## src/rtl/image_kernel_convolution_macros.svh

```systemverilog
// Assertion helpers for the RTL file that checks its own logic (ikc_queue).
`ifndef IMAGE_KERNEL_CONVOLUTION_MACROS_SVH
`define IMAGE_KERNEL_CONVOLUTION_MACROS_SVH

// Same-cycle implication, disabled while reset is held.
`define IKC_ASSERT_NOW(lbl, clk, rst_n, ante, cons) \
  lbl: assert property (@(posedge clk) disable iff (!rst_n) (ante) |-> (cons)) \
    else $error("ikc assertion failed");

// Next-cycle implication, disabled while reset is held.
`define IKC_ASSERT_NEXT(lbl, clk, rst_n, ante, cons) \
  lbl: assert property (@(posedge clk) disable iff (!rst_n) (ante) |=> (cons)) \
    else $error("ikc assertion failed");

`endif

```

## src/rtl/ikc_pkg.sv

```systemverilog
`default_nettype none
package ikc_pkg;

  localparam int MAX_WIDTH_DEF  = 1024;
  localparam int MAX_KERNEL_DEF = 5;
  localparam int PIXEL_BITS_DEF = 8;
  localparam int COEF_BITS_DEF  = 8;

  localparam int MAX_ROWS    = 4096;
  localparam int ROW_W       = 12;
  localparam int COL_OUT_W   = 10;
  localparam int SUM_OUT_W   = 21;
  localparam int NCOEF       = 25;
  localparam int NCOEF_WORDS = 4;
  localparam int CFG_W       = 64;
  localparam int CFG_IDX_W   = 3;
  localparam int KSZ_W       = 3;
  localparam int IW_W        = 11;
  localparam int IH_W        = 13;
  localparam int QUEUE_DEPTH = 4;

  typedef enum logic [CFG_IDX_W-1:0] {
    CFG_KERNEL_HEIGHT,
    CFG_KERNEL_WIDTH,
    CFG_COEF_0,
    CFG_COEF_1,
    CFG_COEF_2,
    CFG_COEF_3,
    CFG_IMAGE_WIDTH,
    CFG_IMAGE_HEIGHT
  } ikc_cfg_idx_t;

  typedef struct packed {
    logic [KSZ_W-1:0] kernel_height;
    logic [KSZ_W-1:0] kernel_width;
    logic [IW_W-1:0]  image_width;
    logic [IH_W-1:0]  image_height;
  } ikc_geom_t;

  typedef logic [NCOEF_WORDS-1:0][CFG_W-1:0] ikc_coef_t;

  typedef struct packed {
    logic [ROW_W-1:0]     row;
    logic [COL_OUT_W-1:0] col;
    logic                 last;
  } ikc_meta_t;

  // Kernel sizes of zero act as one, sizes above the window act as the window.
  function automatic logic [KSZ_W-1:0] clamp_ksize(input logic [KSZ_W-1:0] v,
                                                   input logic [KSZ_W-1:0] kmax);
    logic [KSZ_W-1:0] r;
    if (v == '0) begin
      r = KSZ_W'(1);
    end else if (v > kmax) begin
      r = kmax;
    end else begin
      r = v;
    end
    return r;
  endfunction

endpackage
`default_nettype wire

```

## src/rtl/ikc_queue.sv

```systemverilog
`default_nettype none
`include "image_kernel_convolution_macros.svh"
module ikc_queue #(
  parameter int WIDTH = 8,
  parameter int DEPTH = ikc_pkg::QUEUE_DEPTH
) (
  input  wire logic             clk,
  input  wire logic             rst_n,
  input  wire logic             push,
  input  wire logic [WIDTH-1:0] push_data,
  input  wire logic             pop,
  output logic [WIDTH-1:0]      head,
  output logic                  full,
  output logic                  empty
);
  localparam int PTR_W = $clog2(DEPTH);
  localparam int CNT_W = $clog2(DEPTH + 1);

  logic [WIDTH-1:0] slots_r [DEPTH];
  logic [PTR_W-1:0] wr_ptr_r, rd_ptr_r;
  logic [CNT_W-1:0] cnt_r, cnt_nxt;

  assign full  = (cnt_r == CNT_W'(DEPTH));
  assign empty = (cnt_r == '0);
  assign head  = slots_r[rd_ptr_r];

  always_comb begin
    cnt_nxt = cnt_r;
    if (push && !pop) begin
      cnt_nxt = cnt_r + CNT_W'(1);
    end else if (pop && !push) begin
      cnt_nxt = cnt_r - CNT_W'(1);
    end
  end

  always_ff @(posedge clk) begin
    if (!rst_n) begin
      wr_ptr_r <= '0;
      rd_ptr_r <= '0;
      cnt_r    <= '0;
    end else begin
      cnt_r <= cnt_nxt;
      if (push) begin
        wr_ptr_r <= wr_ptr_r + PTR_W'(1);
      end
      if (pop) begin
        rd_ptr_r <= rd_ptr_r + PTR_W'(1);
      end
    end
  end

  always_ff @(posedge clk) begin
    if (push) begin
      slots_r[wr_ptr_r] <= push_data;
    end
  end

  `IKC_ASSERT_NOW(a_no_push_full, clk, rst_n, push, !full)
  `IKC_ASSERT_NOW(a_no_pop_empty, clk, rst_n, pop, !empty)
  `IKC_ASSERT_NOW(a_fill_tracks_ptrs, clk, rst_n, !full, PTR_W'(cnt_r) == wr_ptr_r - rd_ptr_r)
endmodule
`default_nettype wire

```

## config.mk

```make
export PLATFORM = sky130hd
export DESIGN_NAME = ikc_queue
export DESIGN_NICKNAME = d
export VERILOG_FILES = /design/src/rtl/ikc_pkg.sv /design/src/rtl/ikc_queue.sv
export VERILOG_INCLUDE_DIRS = /design/src /design/src/rtl
export SDC_FILE = /design/constraint.sdc
export NUM_CORES = 1
export LEC_CHECK = 0
export BUFFER_PORTS_ARGS = -buffer_cell sky130_fd_sc_hd__buf_2
export CORE_MARGIN = 2
export CORE_UTILIZATION = 55
export CTS_CLUSTER_SIZE = 20
export DETAILED_ROUTE_END_ITERATION = 16
export GPL_TIMING_DRIVEN = 0
export PLACE_DENSITY = 0.77
export SLEW_MARGIN = 20
export SYNTH_ARGS = -nofsm -noshare
export SYNTH_HDL_FRONTEND = slang
export SYNTH_SLANG_ARGS = --single-unit
```

## constraint.sdc

```tcl
create_clock -name clk -period 1.7 [get_ports clk]
set_input_delay 0.255 -clock clk [delete_from_list [all_inputs] [get_ports clk]]
set_output_delay 0.255 -clock clk [all_outputs]
set_load 0.05 [all_outputs]
```

=== After elaboration in Yosys (flattened, before gate mapping) ===
Memories as Yosys holds them, arrays and structs flattened. A register that Yosys moved wholly into a read port is not among the register bits.
Index checks and enable logic that the tools add are counted.

* $add $sub $neg: 4
* Eq/ne operators: 1
* Multiplexer cells: 6
* Reduce and logical (&&, ||, !) cells: 6

{| class="wikitable"
|+ Operator list
! operator !! number
|-
| 3-bit 2-to-1 mux || 2
|-
| 2-bit by 1-bit adder with 2-bit output (second input constant) || 2
|-
| 2-bit 2-to-1 mux || 2
|-
| 3-bit by 1-bit adder with 3-bit output (second input constant) || 1
|-
| 3-bit equality test (second input constant) || 1
|-
| 3-bit logical NOT || 1
|-
| 3-bit by 1-bit subtractor with 3-bit output (second input constant) || 1
|-
| 1-bit logical AND || 2
|-
| 1-bit logical NOT || 2
|-
| 1-bit 2-to-1 mux || 2
|-
| 2-bit nonzero test || 1
|}

* Register bits: 7
* RAM bits: 32
* Input port bits: 12
* Output and inout port bits: 10
* Word-level logic and storage cells: 21
* Memories: 1

{| class="wikitable"
|+ Memories
! memory !! words !! bits a word !! rd ports !! clocked after Yosys merged registers in !! wr ports !! line !! source
|-
| slots_r || 4 || 8 || 1 || 1 || 1 || ikc_queue.sv:19 || <nowiki>logic [WIDTH-1:0] slots_r [DEPTH];</nowiki>
|}

=== Depth between registers and ports, before layout ===
Gate-level depths: netlist (run 1).

* Depth after elaboration: 4
* Mapped depth: 7
* Gate-level depth less buffers: 7

=== Worst setup path before layout (run 1) ===
Ideal clock, no wire load.

* Path type: reg2out
* Start point: register cnt_r[1]
* End point: output full
* Arrival: 1,502 ps
* Data required time: 1,445 ps
* Path slack: -57 ps
* Cell stages (with the launch flop): 2
* Buffers on the path: 0
* Cell sequence: dfxtp_1 -> nor3b_1

* Cells in the longest elaborated chain, start to end: 1

{| class="wikitable"
|+ Ends and longest elaborated chain
! item !! line !! source
|-
| start: declaration || ikc_queue.sv:21 || <nowiki>logic [CNT_W-1:0] cnt_r, cnt_nxt;</nowiki>
|-
| start signal: assignment || ikc_queue.sv:42 || <nowiki>cnt_r <= cnt_nxt;</nowiki>
|-
| 3-bit equality test || ikc_queue.sv:23 || <nowiki>assign full = (cnt_r == CNT_W'(DEPTH));</nowiki>
|-
| end: declaration || ikc_queue.sv:13 || <nowiki>output logic full,</nowiki>
|}

Every way passes these cells.

==> impl_metrics.json, run 1 <==
{
  "syn_inst": 85,
  "power.density_mw_per_mm2": 1106,
  "end_kind": "output port",
  "top_layer": "met4",
  "dieArea_sq_mm": 0.003362,
  "yosys-top-cells-count": "32 x edfxtp_1, 9 x and2_1, 9 x dfxtp_1, 8 x mux4_2, 5 x ha_1",
  "antenna_found_initial": 0,
  "yosysSeqAreaShare_pct": 71.19,
  "violations": "setup timing",
  "synth_top_cell_by_area": "edfxtp_1",
  "cellLeakagePower_nw": 0.6845,
  "routedWlPerCell_microns": 15.13,
  "synth.net_count": 103,
  "core-area_sq_mm": 0.002758,
  "tritoncts_num_sinks": 41,
  "die_h_microns": 57.98,
  "synth.area.top_cells": "edfxtp_1 60%, dfxtp_1 11%, mux4_2 11%",
  "fin_crit_ns": 1.788,
  "place_congestion": 0.6336,
  "root_buffer": "clkbuf_4",
  "max_slew.worst_pin.slew_ns": 0.4319,
  "drv_cap": 0,
  "routed_wl_mm": 2.194,
  "rr_endpoint": "cnt_r[2]$_SDFFE_PN0P_",
  "r2r_start": "cnt_r[0]$_SDFFE_PN0P_",
  "r2r_cells": 4,
  "start_util_pct": 58.12,
  "grt_pass1_wl_mm": 3.691,
  "drc": 0,
  "hold_viol_final": 0,
  "fmax_mhz": 559.1,
  "grt_pass1_vias": 822,
  "relSlewSlack_pct": 71.21,
  "synth-edff-count": 32,
  "crit_buf_inv": 2,
  "clockBufferDepth": 2,
  "vias_per_cell": 5.338,
  "fin_hold_ws_ns": 0.1148,
  "hp-class": "input pin to register",
  "diodes": 0,
  "crit_slowest_cell": "mux4_2",
  "clock_skew_ns": 0.008240,
  "die_w_microns": 57.98,
  "ios": 22,
  "max_stage_delay_ns": 0.53,
  "overflow": 0,
  "nets": 131,
  "yosys_most_used_dff": "edfxtp_1",
  "clk_latency_ns": 0.34,
  "fin_util_pct": 67.42,
  "worstPathArrival_ns": 1.53,
  "wl_met1_microns": 884,
  "fin_tns_setup_ns": -0.5530,
  "std_cell_rows": 19,
  "synth_top_area_share_pct": 59.95,
  "peakVddDrop_mv": 0.8885,
  "synth_cell_type_count": 19,
  "worstPathMaxFanout": 8,
  "hpwl_mm": 1.572,
  "grtUsageTotal_pct": 15.71,
  "critPathLaunchType": "register",
  "cts_made_buffers": 5,
  "rsz0062_at_grt": "true",
  "yosysMostFrequentCell": "edfxtp_1",
  "period_share_pct": 105.2,
  "drt_iter0_drc": 15,
  "setup_viol": 8,
  "path_depth": 3,
  "vias": 774,
  "ant_nets": 0,
  "syn_avg_cell_area_sq_um": 18.86,
  "tritoncts": "done",
  "port_buffers": 21,
  "cpMostUsedCell": "buf_8",
  "synth-seq-cells": 41,
  "layout_setup_ws_ns": -0.08845,
  "route.met3.wl_microns": 128,
  "netlist_area_sq_mm": 0.001603,
  "async_reset_ff_share_pct": 0,
  "crit_end": "head[3]",
  "drive_gt1_share_pct": 33.33,
  "h-tree-depth": 2,
  "path_clk_slew_ns": 0.11,
  "final_max_slew_viol_count": 0,
  "crit_chain": "buf_8, mux4_2, buf_8",
  "syn_to_final_growth_pct": 16.00,
  "drt_pass1_iterations": 4,
  "yosysWarningCount": 0,
  "required_ns": 1.44,
  "n_fill_cell": 204,
  "grt_max_degree": 12,
  "status": "finished, violations left",
  "worstSetupPathType": "register to output port",
  "critPathTopFamily": "multiplexers",
  "dr_wl_met2_mm": 1.136,
  "reg2reg_slack_ns": 0.21
}
==> worst min-delay path by stage <==
stage | from | endpoint | slack [ns] | cells after the start
after global placement | push_data[5] | slots_r[2][5]$_DFFE_PP_ | 0.46 | 1
after detailed placement | push_data[4] | slots_r[1][4]$_DFFE_PP_ | 0.48 | 1
after global routing | push_data[4] | slots_r[2][4]$_DFFE_PP_ | 0.10 | 1
after CTS | push_data[4] | slots_r[1][4]$_DFFE_PP_ | 0.10 | 1
after floorplan | push_data[0] | slots_r[0][0]$_DFFE_PP_ | 0.35 | 0
final | push_data[4] | slots_r[1][4]$_DFFE_PP_ | 0.11 | 1
==> power breakdown <==
| part | switching (mW) | leakage [nW] | internal [mW] |
|---|---|---|---|
| Sequential | 0.0330 | 0.369 | 1.14 |
| Clock | 0.284 | 0.0265 | 0.165 |
| Combinational | 0.255 | 0.289 | 0.175 |
==> per-layer routing <==
metal / global-route usage, % / vias to the layer above
met1: 18.11 / 375
met5: 0 / -
met3: 7.366 / 7
met4: 6.977 / 0
li1: - / 374
met2: 25.16 / 18
==> through the flow <==
step                      cells  cell area [sq um]  setup slack (ns)  power (mW)
after floorplan              85               1608          0.002133       1.497
after global placement      137               1752           0.01558       1.579
after detailed placement    137               1752          -0.01578       1.589
after CTS                   145               1859           -0.1228       2.077
after global routing        145               1859           -0.1517       2.148
final                       145               1859          -0.08845       2.056
==> state kept, by name, summed over array words and instances, names as in the netlist, named ones only <==
register  cells
rd_ptr_r      2
wr_ptr_r      2
slots_r      32
cnt_r         3
==> logic make-up (layout without fill, tap and decap cells) <==
family | count (synthesis) | count (layout) | synth area share, %
xor gates and xnor gates | 5 | 5 | 2.733
and+or+nand+nor | 15 | 15 | 5.698
buffers and inverters | 6 | 35 | 1.951
AOI/OAI and AO/OA | 2 | 2 | 0.7805
adders and majority gates | 6 | 6 | 5.152
DFF | 41 | 41 | 71.19
muxes | 10 | 10 | 12.49
==> timing repair <==
action,4_1_cts,5_1_grt
resized for setup,19,0
hold buffers,0,0
buffers inserted,0,0
setup endpoints to repair,8,8
==> final cells by class <==
| type | count | area (sq um) | area share [%] |
|---|---|---|---|
| Sequential cell | 41 | 1142 | 61.44 |
| Clock buffer | 8 | 48.80 | 2.624 |
| Inverter | 4 | 15.01 | 0.8075 |
| Buffer | 2 | 20.02 | 1.077 |
| Multi-Input combinational cell | 38 | 435.4 | 23.42 |
| Tap cell | 31 | 38.79 | 2.086 |
| Timing Repair Buffer | 21 | 158.9 | 8.546 |
==> cell usage in the layout, fill, tap and decap left out, types with 2 or more instances in the layout <==
| cell | count |
|---|---|
| mux4_2 | 8 |
| mux2i_1 | 2 |
| clkbuf_4 | 5 |
| dfxtp_1 | 8 |
| edfxtp_1 | 32 |
| and2_1 | 9 |
| xnor2_1 | 2 |
| buf_8 | 2 |
| buf_6 | 7 |
| buf_2 | 13 |
| xor2_1 | 3 |
| clkbuf_1 | 3 |
| ha_1 | 5 |
| nor2b_1 | 2 |
| inv_1 | 4 |
(Power assumes the default switching activity.)
==> inputs of run 2 (changes only) <==
--- a/config.mk
+++ b/config.mk
@@ -8,12 +8,13 @@
 export LEC_CHECK = 0
 export BUFFER_PORTS_ARGS = -buffer_cell sky130_fd_sc_hd__buf_2
 export CORE_MARGIN = 2
-export CORE_UTILIZATION = 55
+export CORE_UTILIZATION = 58
+export CTS_BUF_LIST = sky130_fd_sc_hd__clkbuf_4 sky130_fd_sc_hd__clkbuf_8
 export CTS_CLUSTER_SIZE = 20
 export DETAILED_ROUTE_END_ITERATION = 16
 export GPL_TIMING_DRIVEN = 0
-export PLACE_DENSITY = 0.77
-export SLEW_MARGIN = 20
+export PLACE_DENSITY = 0.8
+export SLEW_MARGIN = 10
 export SYNTH_ARGS = -nofsm -noshare
 export SYNTH_HDL_FRONTEND = slang
 export SYNTH_SLANG_ARGS = --single-unit
==> constraint.sdc (replaced) <==
create_clock -name clk -period 2 [get_ports clk]
set_input_delay 0.3 -clock clk [delete_from_list [all_inputs] [get_ports clk]]
set_output_delay 0.3 -clock clk [all_outputs]
set_load 0.05 [all_outputs]
==> run 2 against run 1 <==
The flow now finishes without violations. Global-route usage rose by 0.57 points. Critical path depth did not move. Sequential share of layout area rose by 0.77 points. Worst setup slack improved by 0.20 ns. Critical path type unchanged. Largest power group unchanged. Highest routed layer unchanged.
==> impl_metrics.json, run 2 (synthesized netlist as in run 1, its figures left out) <==
{
  "rsz0062_at_grt": "false",
  "cts_resized": 0,
  "grt_use_met1_pct": 17.85,
  "cellLeakagePower_nw": 0.6841,
  "drt_pass1_iterations": 4,
  "final_max_slew_viol_count": 0,
  "top_usage_layer": "met2",
  "drive_gt1_share_pct": 34.21,
  "peakVddDrop_mv": 1.021,
  "rr_endpoint": "cnt_r[2]$_SDFFE_PN0P_",
  "grtUsageTotal_pct": 16.27,
  "p_int_mw": 1.385,
  "worstPathMaxFanout": 8,
  "grt_pass1_wl_mm": 3.615,
  "reg.largest.list": "slots_r: 32 flops, cnt_r: 3 flops",
  "crit_slowest_cell": "mux4_2",
  "cts_made_buffers": 5,
  "hold_viol_final": 0,
  "r2r_cells": 4,
  "h-tree-depth": 2,
  "core-area_sq_mm": 0.002686,
  "min_path_cells": 1,
  "drv_cap": 0,
  "hpwl_mm": 1.588,
  "vias": 773,
  "comb_power_share_pct": 17.6,
  "clk_latency_ns": 0.34,
  "routedWlPerCell_microns": 15.64,
  "drc": 0,
  "vias_per_cell": 5.331,
  "routed_wl_mm": 2.268,
  "relSlewSlack_pct": 71.56,
  "holdBufCountCts": 0,
  "power.total_mw": 1.880,
  "worstSetupPathType": "register to output port",
  "critPathTopFamily": "multiplexers",
  "post-cts-setup-buffer-count": 0,
  "nets": 131,
  "min_from": "push_data[5]",
  "power.density_mw_per_mm2": 1025,
  "root_buffer": "clkbuf_4",
  "fin_hold_ws_ns": 0.1635,
  "fin_tns_setup_ns": 0,
  "port_buffers": 21,
  "start_util_pct": 59.66,
  "stdcell_area_sq_mm": 0.001834,
  "grt_max_degree": 14,
  "max_stage_delay_ns": 0.51,
  "hp-class": "input pin to register",
  "required_ns": 1.70,
  "grt_pass1_vias": 812,
  "p_switching_mw": 0.4959,
  "layout.cells.most_common": "edfxtp_1",
  "antenna_found_initial": 0,
  "crit_buf_inv": 2,
  "period_share_pct": 94.43,
  "gr-usage-met3_pct": 6.221,
  "grt_util_met2_pct": 26.74,
  "diodes": 0,
  "die_w_microns": 56.57,
  "critPathLaunchType": "register",
  "largest_register_ffs": 32,
  "switching_share_pct": 26.37,
  "tritoncts_num_sinks": 41,
  "fmax_mhz": 529.5,
  "syn_to_final_growth_pct": 14.44,
  "overflow": 0,
  "status": "completed",
  "p_clk_share_pct": 29.2,
  "clock_skew_ns": 0.003610,
  "min_to": "slots_r[1][5]$_DFFE_PP_",
  "setup_viol": 0,
  "ios": 22,
  "dieArea_sq_mm": 0.003200,
  "ant_nets": 0,
  "drt_iter0_drc": 34,
  "crit_chain": "buf_6, mux4_2, buf_2",
  "path_clk_slew_ns": 0.11,
  "fin_util_pct": 68.28,
  "clockBufferDepth": 2,
  "end_kind": "output port",
  "reg2reg_slack_ns": 0.48,
  "fin_crit_ns": 1.889,
  "post_dp_cell_area_sq_mm": 0.001747,
  "pwr-share-seq_pct": 53.2,
  "std_cell_rows": 19,
  "final_cell_mix": "32 x edfxtp_1, 21 x buf_2, 9 x and2_1, 9 x dfxtp_1, 8 x mux4_2",
  "r2r_start": "cnt_r[0]$_SDFFE_PN0P_",
  "regMostFlops": "slots_r",
  "die_h_microns": 56.57,
  "place_congestion": 0.6128,
  "max_slew.worst_pin.slew_ns": 0.4266,
  "worstPathArrival_ns": 1.59,
  "tritoncts": "done"
}
==> run 2: cell types whose count changed in the layout (fill, tap and decap cells not counted), sizes merged <==
cell | previous run | this run
bufinv | 0 | 1
inv | 4 | 5
clkbuf | 9 | 7
==> run 2: final cells by class <==
| cell class | count | area [sq um] |
|---|---|---|
| Sequential cell | 41 | 1141 |
| Fill cell | 194 | 852.1 |
| Multi-Input combinational cell | 38 | 430.4 |
| Timing Repair Buffer | 21 | 105.1 |
| Clock buffer | 6 | 51.30 |
| Tap cell | 31 | 38.79 |
| Clock inverter | 2 | 36.28 |
| Buffer | 2 | 16.27 |
| Inverter | 4 | 15.01 |
==> run 2: per-layer routing <==
metal  share of wire [%]  up-vias  wire length [microns]
met4                 2.5        0                     56
met1                  41      369                    919
met5                   0        -                      0
li1                    -      376                      -
met2                  51       23                   1168
met3                 5.4        5                    123
==> run 2: worst max path at each step <==
stage / from / end / slack, ns / depth (start not counted)
after floorplan: cnt_r[1]$_SDFFE_PN0P_ / full / 0.20 / 1
after global placement: push / cnt_r[2]$_SDFFE_PN0P_ / 0.28 / 7
after detailed placement: push / cnt_r[2]$_SDFFE_PN0P_ / 0.19 / 7
after CTS: register / head[2] / 0.08 / 3
after global routing: register / head[7] / 0.03 / 3
final: register / head[2] / 0.11 / 3
==> run 2: through the flow <==
| stage | std cells | setup WS [ns] |
|---|---|---|
| after detailed placement | 137 | 0.1869 |
| after global placement | 137 | 0.2796 |
| after CTS | 145 | 0.07970 |
| final | 145 | 0.1114 |
| after floorplan | 85 | 0.1982 |
| after global routing | 145 | 0.02736 |
==> run 2: power groups by stage <==
stage	clock, mW	sequential [mW]	combinational, mW
6_report	0.549	0.999	0.332
5_1_grt	0.601	1.01	0.353
4_1_cts	0.566	0.999	0.335
3_5_place_dp	0	1.02	0.334
3_3_place_gp	0	1.01	0.323
2_1_floorplan	0	1.01	0.258
==> inputs of run 3 (changes only) <==
--- a/config.mk
+++ b/config.mk
@@ -13,7 +13,7 @@
 export CTS_CLUSTER_SIZE = 20
 export DETAILED_ROUTE_END_ITERATION = 16
 export GPL_TIMING_DRIVEN = 0
-export PLACE_DENSITY = 0.8
+export PLACE_DENSITY = 0.82
 export SLEW_MARGIN = 10
 export SYNTH_ARGS = -nofsm -noshare
 export SYNTH_HDL_FRONTEND = slang
==> run 3 against run 2 <==
First-iteration DRC count is 29% lower. Final area decreased by 0.41%. Register-to-register slack improved by 0.03 ns. Worst hold slack worse by 0.0031 ns. Non-clock buffer count is the same. Via count is 3.2% higher. Die area is the same. Clock power shrank 4.7%. Cell count unchanged. Utilization decreased by 0.28 points.
==> impl_metrics.json, run 3 (synthesized netlist as in run 1, its figures left out) <==
{
  "antenna_found_initial": 0,
  "ios": 22,
  "drt_pass1_iterations": 4,
  "core-area_sq_mm": 0.002686,
  "min_path_cells": 1,
  "max_slew.worst_pin.slew_ns": 0.4158,
  "status": "completed",
  "tritoncts_num_sinks": 41,
  "regMostFlops": "slots_r",
  "hp-class": "input pin to register",
  "h-tree-depth": 2,
  "period_share_pct": 93.66,
  "fin_crit_ns": 1.873,
  "path_clk_slew_ns": 0.12,
  "cts_made_buffers": 5,
  "drive_gt1_share_pct": 34.21,
  "die_w_microns": 56.57,
  "power.density_mw_per_mm2": 1015,
  "dieArea_sq_mm": 0.003200,
  "largest_register_ffs": 32,
  "worstPathMaxFanout": 8,
  "reg.largest.list": "slots_r: 32 flops, cnt_r: 3 flops",
  "vias_per_cell": 5.503,
  "holdBufCountCts": 0,
  "drc": 0,
  "worstSetupPathType": "register to output port",
  "place_congestion": 0.6690,
  "root_buffer": "clkbuf_4",
  "hpwl_mm": 1.636,
  "port_buffers": 21,
  "vias": 798,
  "overflow": 0,
  "final_cell_mix": "32 x edfxtp_1, 21 x buf_2, 9 x and2_1, 9 x dfxtp_1, 8 x mux4_2",
  "clk_latency_ns": 0.35,
  "grt_pass1_vias": 827,
  "required_ns": 1.70,
  "critPathLaunchType": "register",
  "nets": 131,
  "setup_viol": 0,
  "peakVddDrop_mv": 0.7523,
  "ant_nets": 0,
  "relSlewSlack_pct": 72.28,
  "comb_power_share_pct": 17.9,
  "syn_to_final_growth_pct": 13.97,
  "grtUsageTotal_pct": 17.25,
  "start_util_pct": 59.66,
  "dp_slack_ns": 0.2206,
  "cellLeakagePower_nw": 0.6810,
  "reg2reg_slack_ns": 0.51,
  "fin_tns_setup_ns": 0,
  "tritoncts": "done",
  "pwr-share-seq_pct": 54.0,
  "rsz0062_at_grt": "false",
  "switching_share_pct": 26.54,
  "hold_viol_final": 0,
  "grt_max_degree": 14,
  "end_kind": "output port",
  "final_max_slew_viol_count": 0,
  "worstPathArrival_ns": 1.57,
  "r2r_cells": 4,
  "drt_iter0_drc": 24,
  "post-cts-setup-buffer-count": 0,
  "diodes": 0,
  "p_switching_mw": 0.4919,
  "die_h_microns": 56.57,
  "p_clk_share_pct": 28.2,
  "cts_resized": 0,
  "grt_pass1_wl_mm": 3.850,
  "routedWlPerCell_microns": 16.22,
  "routed_wl_mm": 2.352,
  "clock_skew_ns": 0.01484,
  "fmax_mhz": 533.8,
  "drv_cap": 0,
  "p_int_mw": 1.362,
  "layout.cells.most_common": "edfxtp_1",
  "clockBufferDepth": 2,
  "layout_setup_ws_ns": 0.1267,
  "std_cell_rows": 19
}
## run 3: cell count changes in the layout (fill, tap and decap cells not counted)
cell	previous run	this run
clkbuf_8	1	0
clkbuf_4	5	6
clkinv_2	0	1
inv_4	1	0
## run 3: routing by layer
| layer | GRT usage (%) | vias up | wire length, microns |
|---|---|---|---|
| met3 | 8.065 | 6 | 124 |
| met2 | 27.91 | 18 | 1197 |
| met4 | 7.143 | 0 | 48 |
| met1 | 19.71 | 398 | 980 |
| li1 | - | 376 | - |
| met5 | 0 | - | 0 |
## run 3: worst max-delay path, stage by stage (launching register included)
cell	delay [ns]
dfxtp_1	0.34
buf_6	0.16
mux4_2	0.51
buf_2	0.22
## run 3: power by group through the flow
| stage | clock network [mW] | registers [mW] | logic, mW |
|---|---|---|---|
| floorplan | 0 | 1.01 | 0.258 |
| global placement | 0 | 1.01 | 0.321 |
| finish | 0.523 | 1.00 | 0.331 |
| global route | 0.573 | 1.00 | 0.357 |
| CTS | 0.532 | 1.00 | 0.337 |
| detailed placement | 0 | 1.02 | 0.335 |
## run 3: area by class of cell
cell class / instances / area (sq um)
inverter: 4 / 15.01
sequential: 41 / 1141
fill: 176 / 859.6
buffer: 2 / 16.27
timing repair buffer: 21 / 105.1
tap: 31 / 38.79
clock buffer: 6 / 45.04
multi-input combinational: 38 / 430.4
clock inverter: 2 / 35.03
## run 3: path summary, 6_finish.rpt
kind	start	to
setup reg to reg	cnt_r[0]$_SDFFE_PN0P_	cnt_r[2]$_SDFFE_PN0P_
hold / removal	push_data[1]	slots_r[0][1]$_DFFE_PP_
hold reg to reg	cnt_r[2]$_SDFFE_PN0P_	cnt_r[2]$_SDFFE_PN0P_
setup / recovery	register	head[0]
## run 3: per-stage QoR
stage / std cells / hold WS (ns) / utilization (%) / cell area, sq um / power (mW)
after floorplan: 85 / 0.3989 / - / 1603 / 1.270
after global placement: 137 / 0.4763 / 65.02 / 1747 / 1.335
after detailed placement: 137 / 0.5062 / 65.02 / 1747 / 1.355
after CTS: 145 / 0.1592 / 68.00 / 1827 / 1.869
after global routing: 145 / 0.1290 / 68.00 / 1827 / 1.935
final: 145 / 0.1604 / 68.00 / 1827 / 1.854
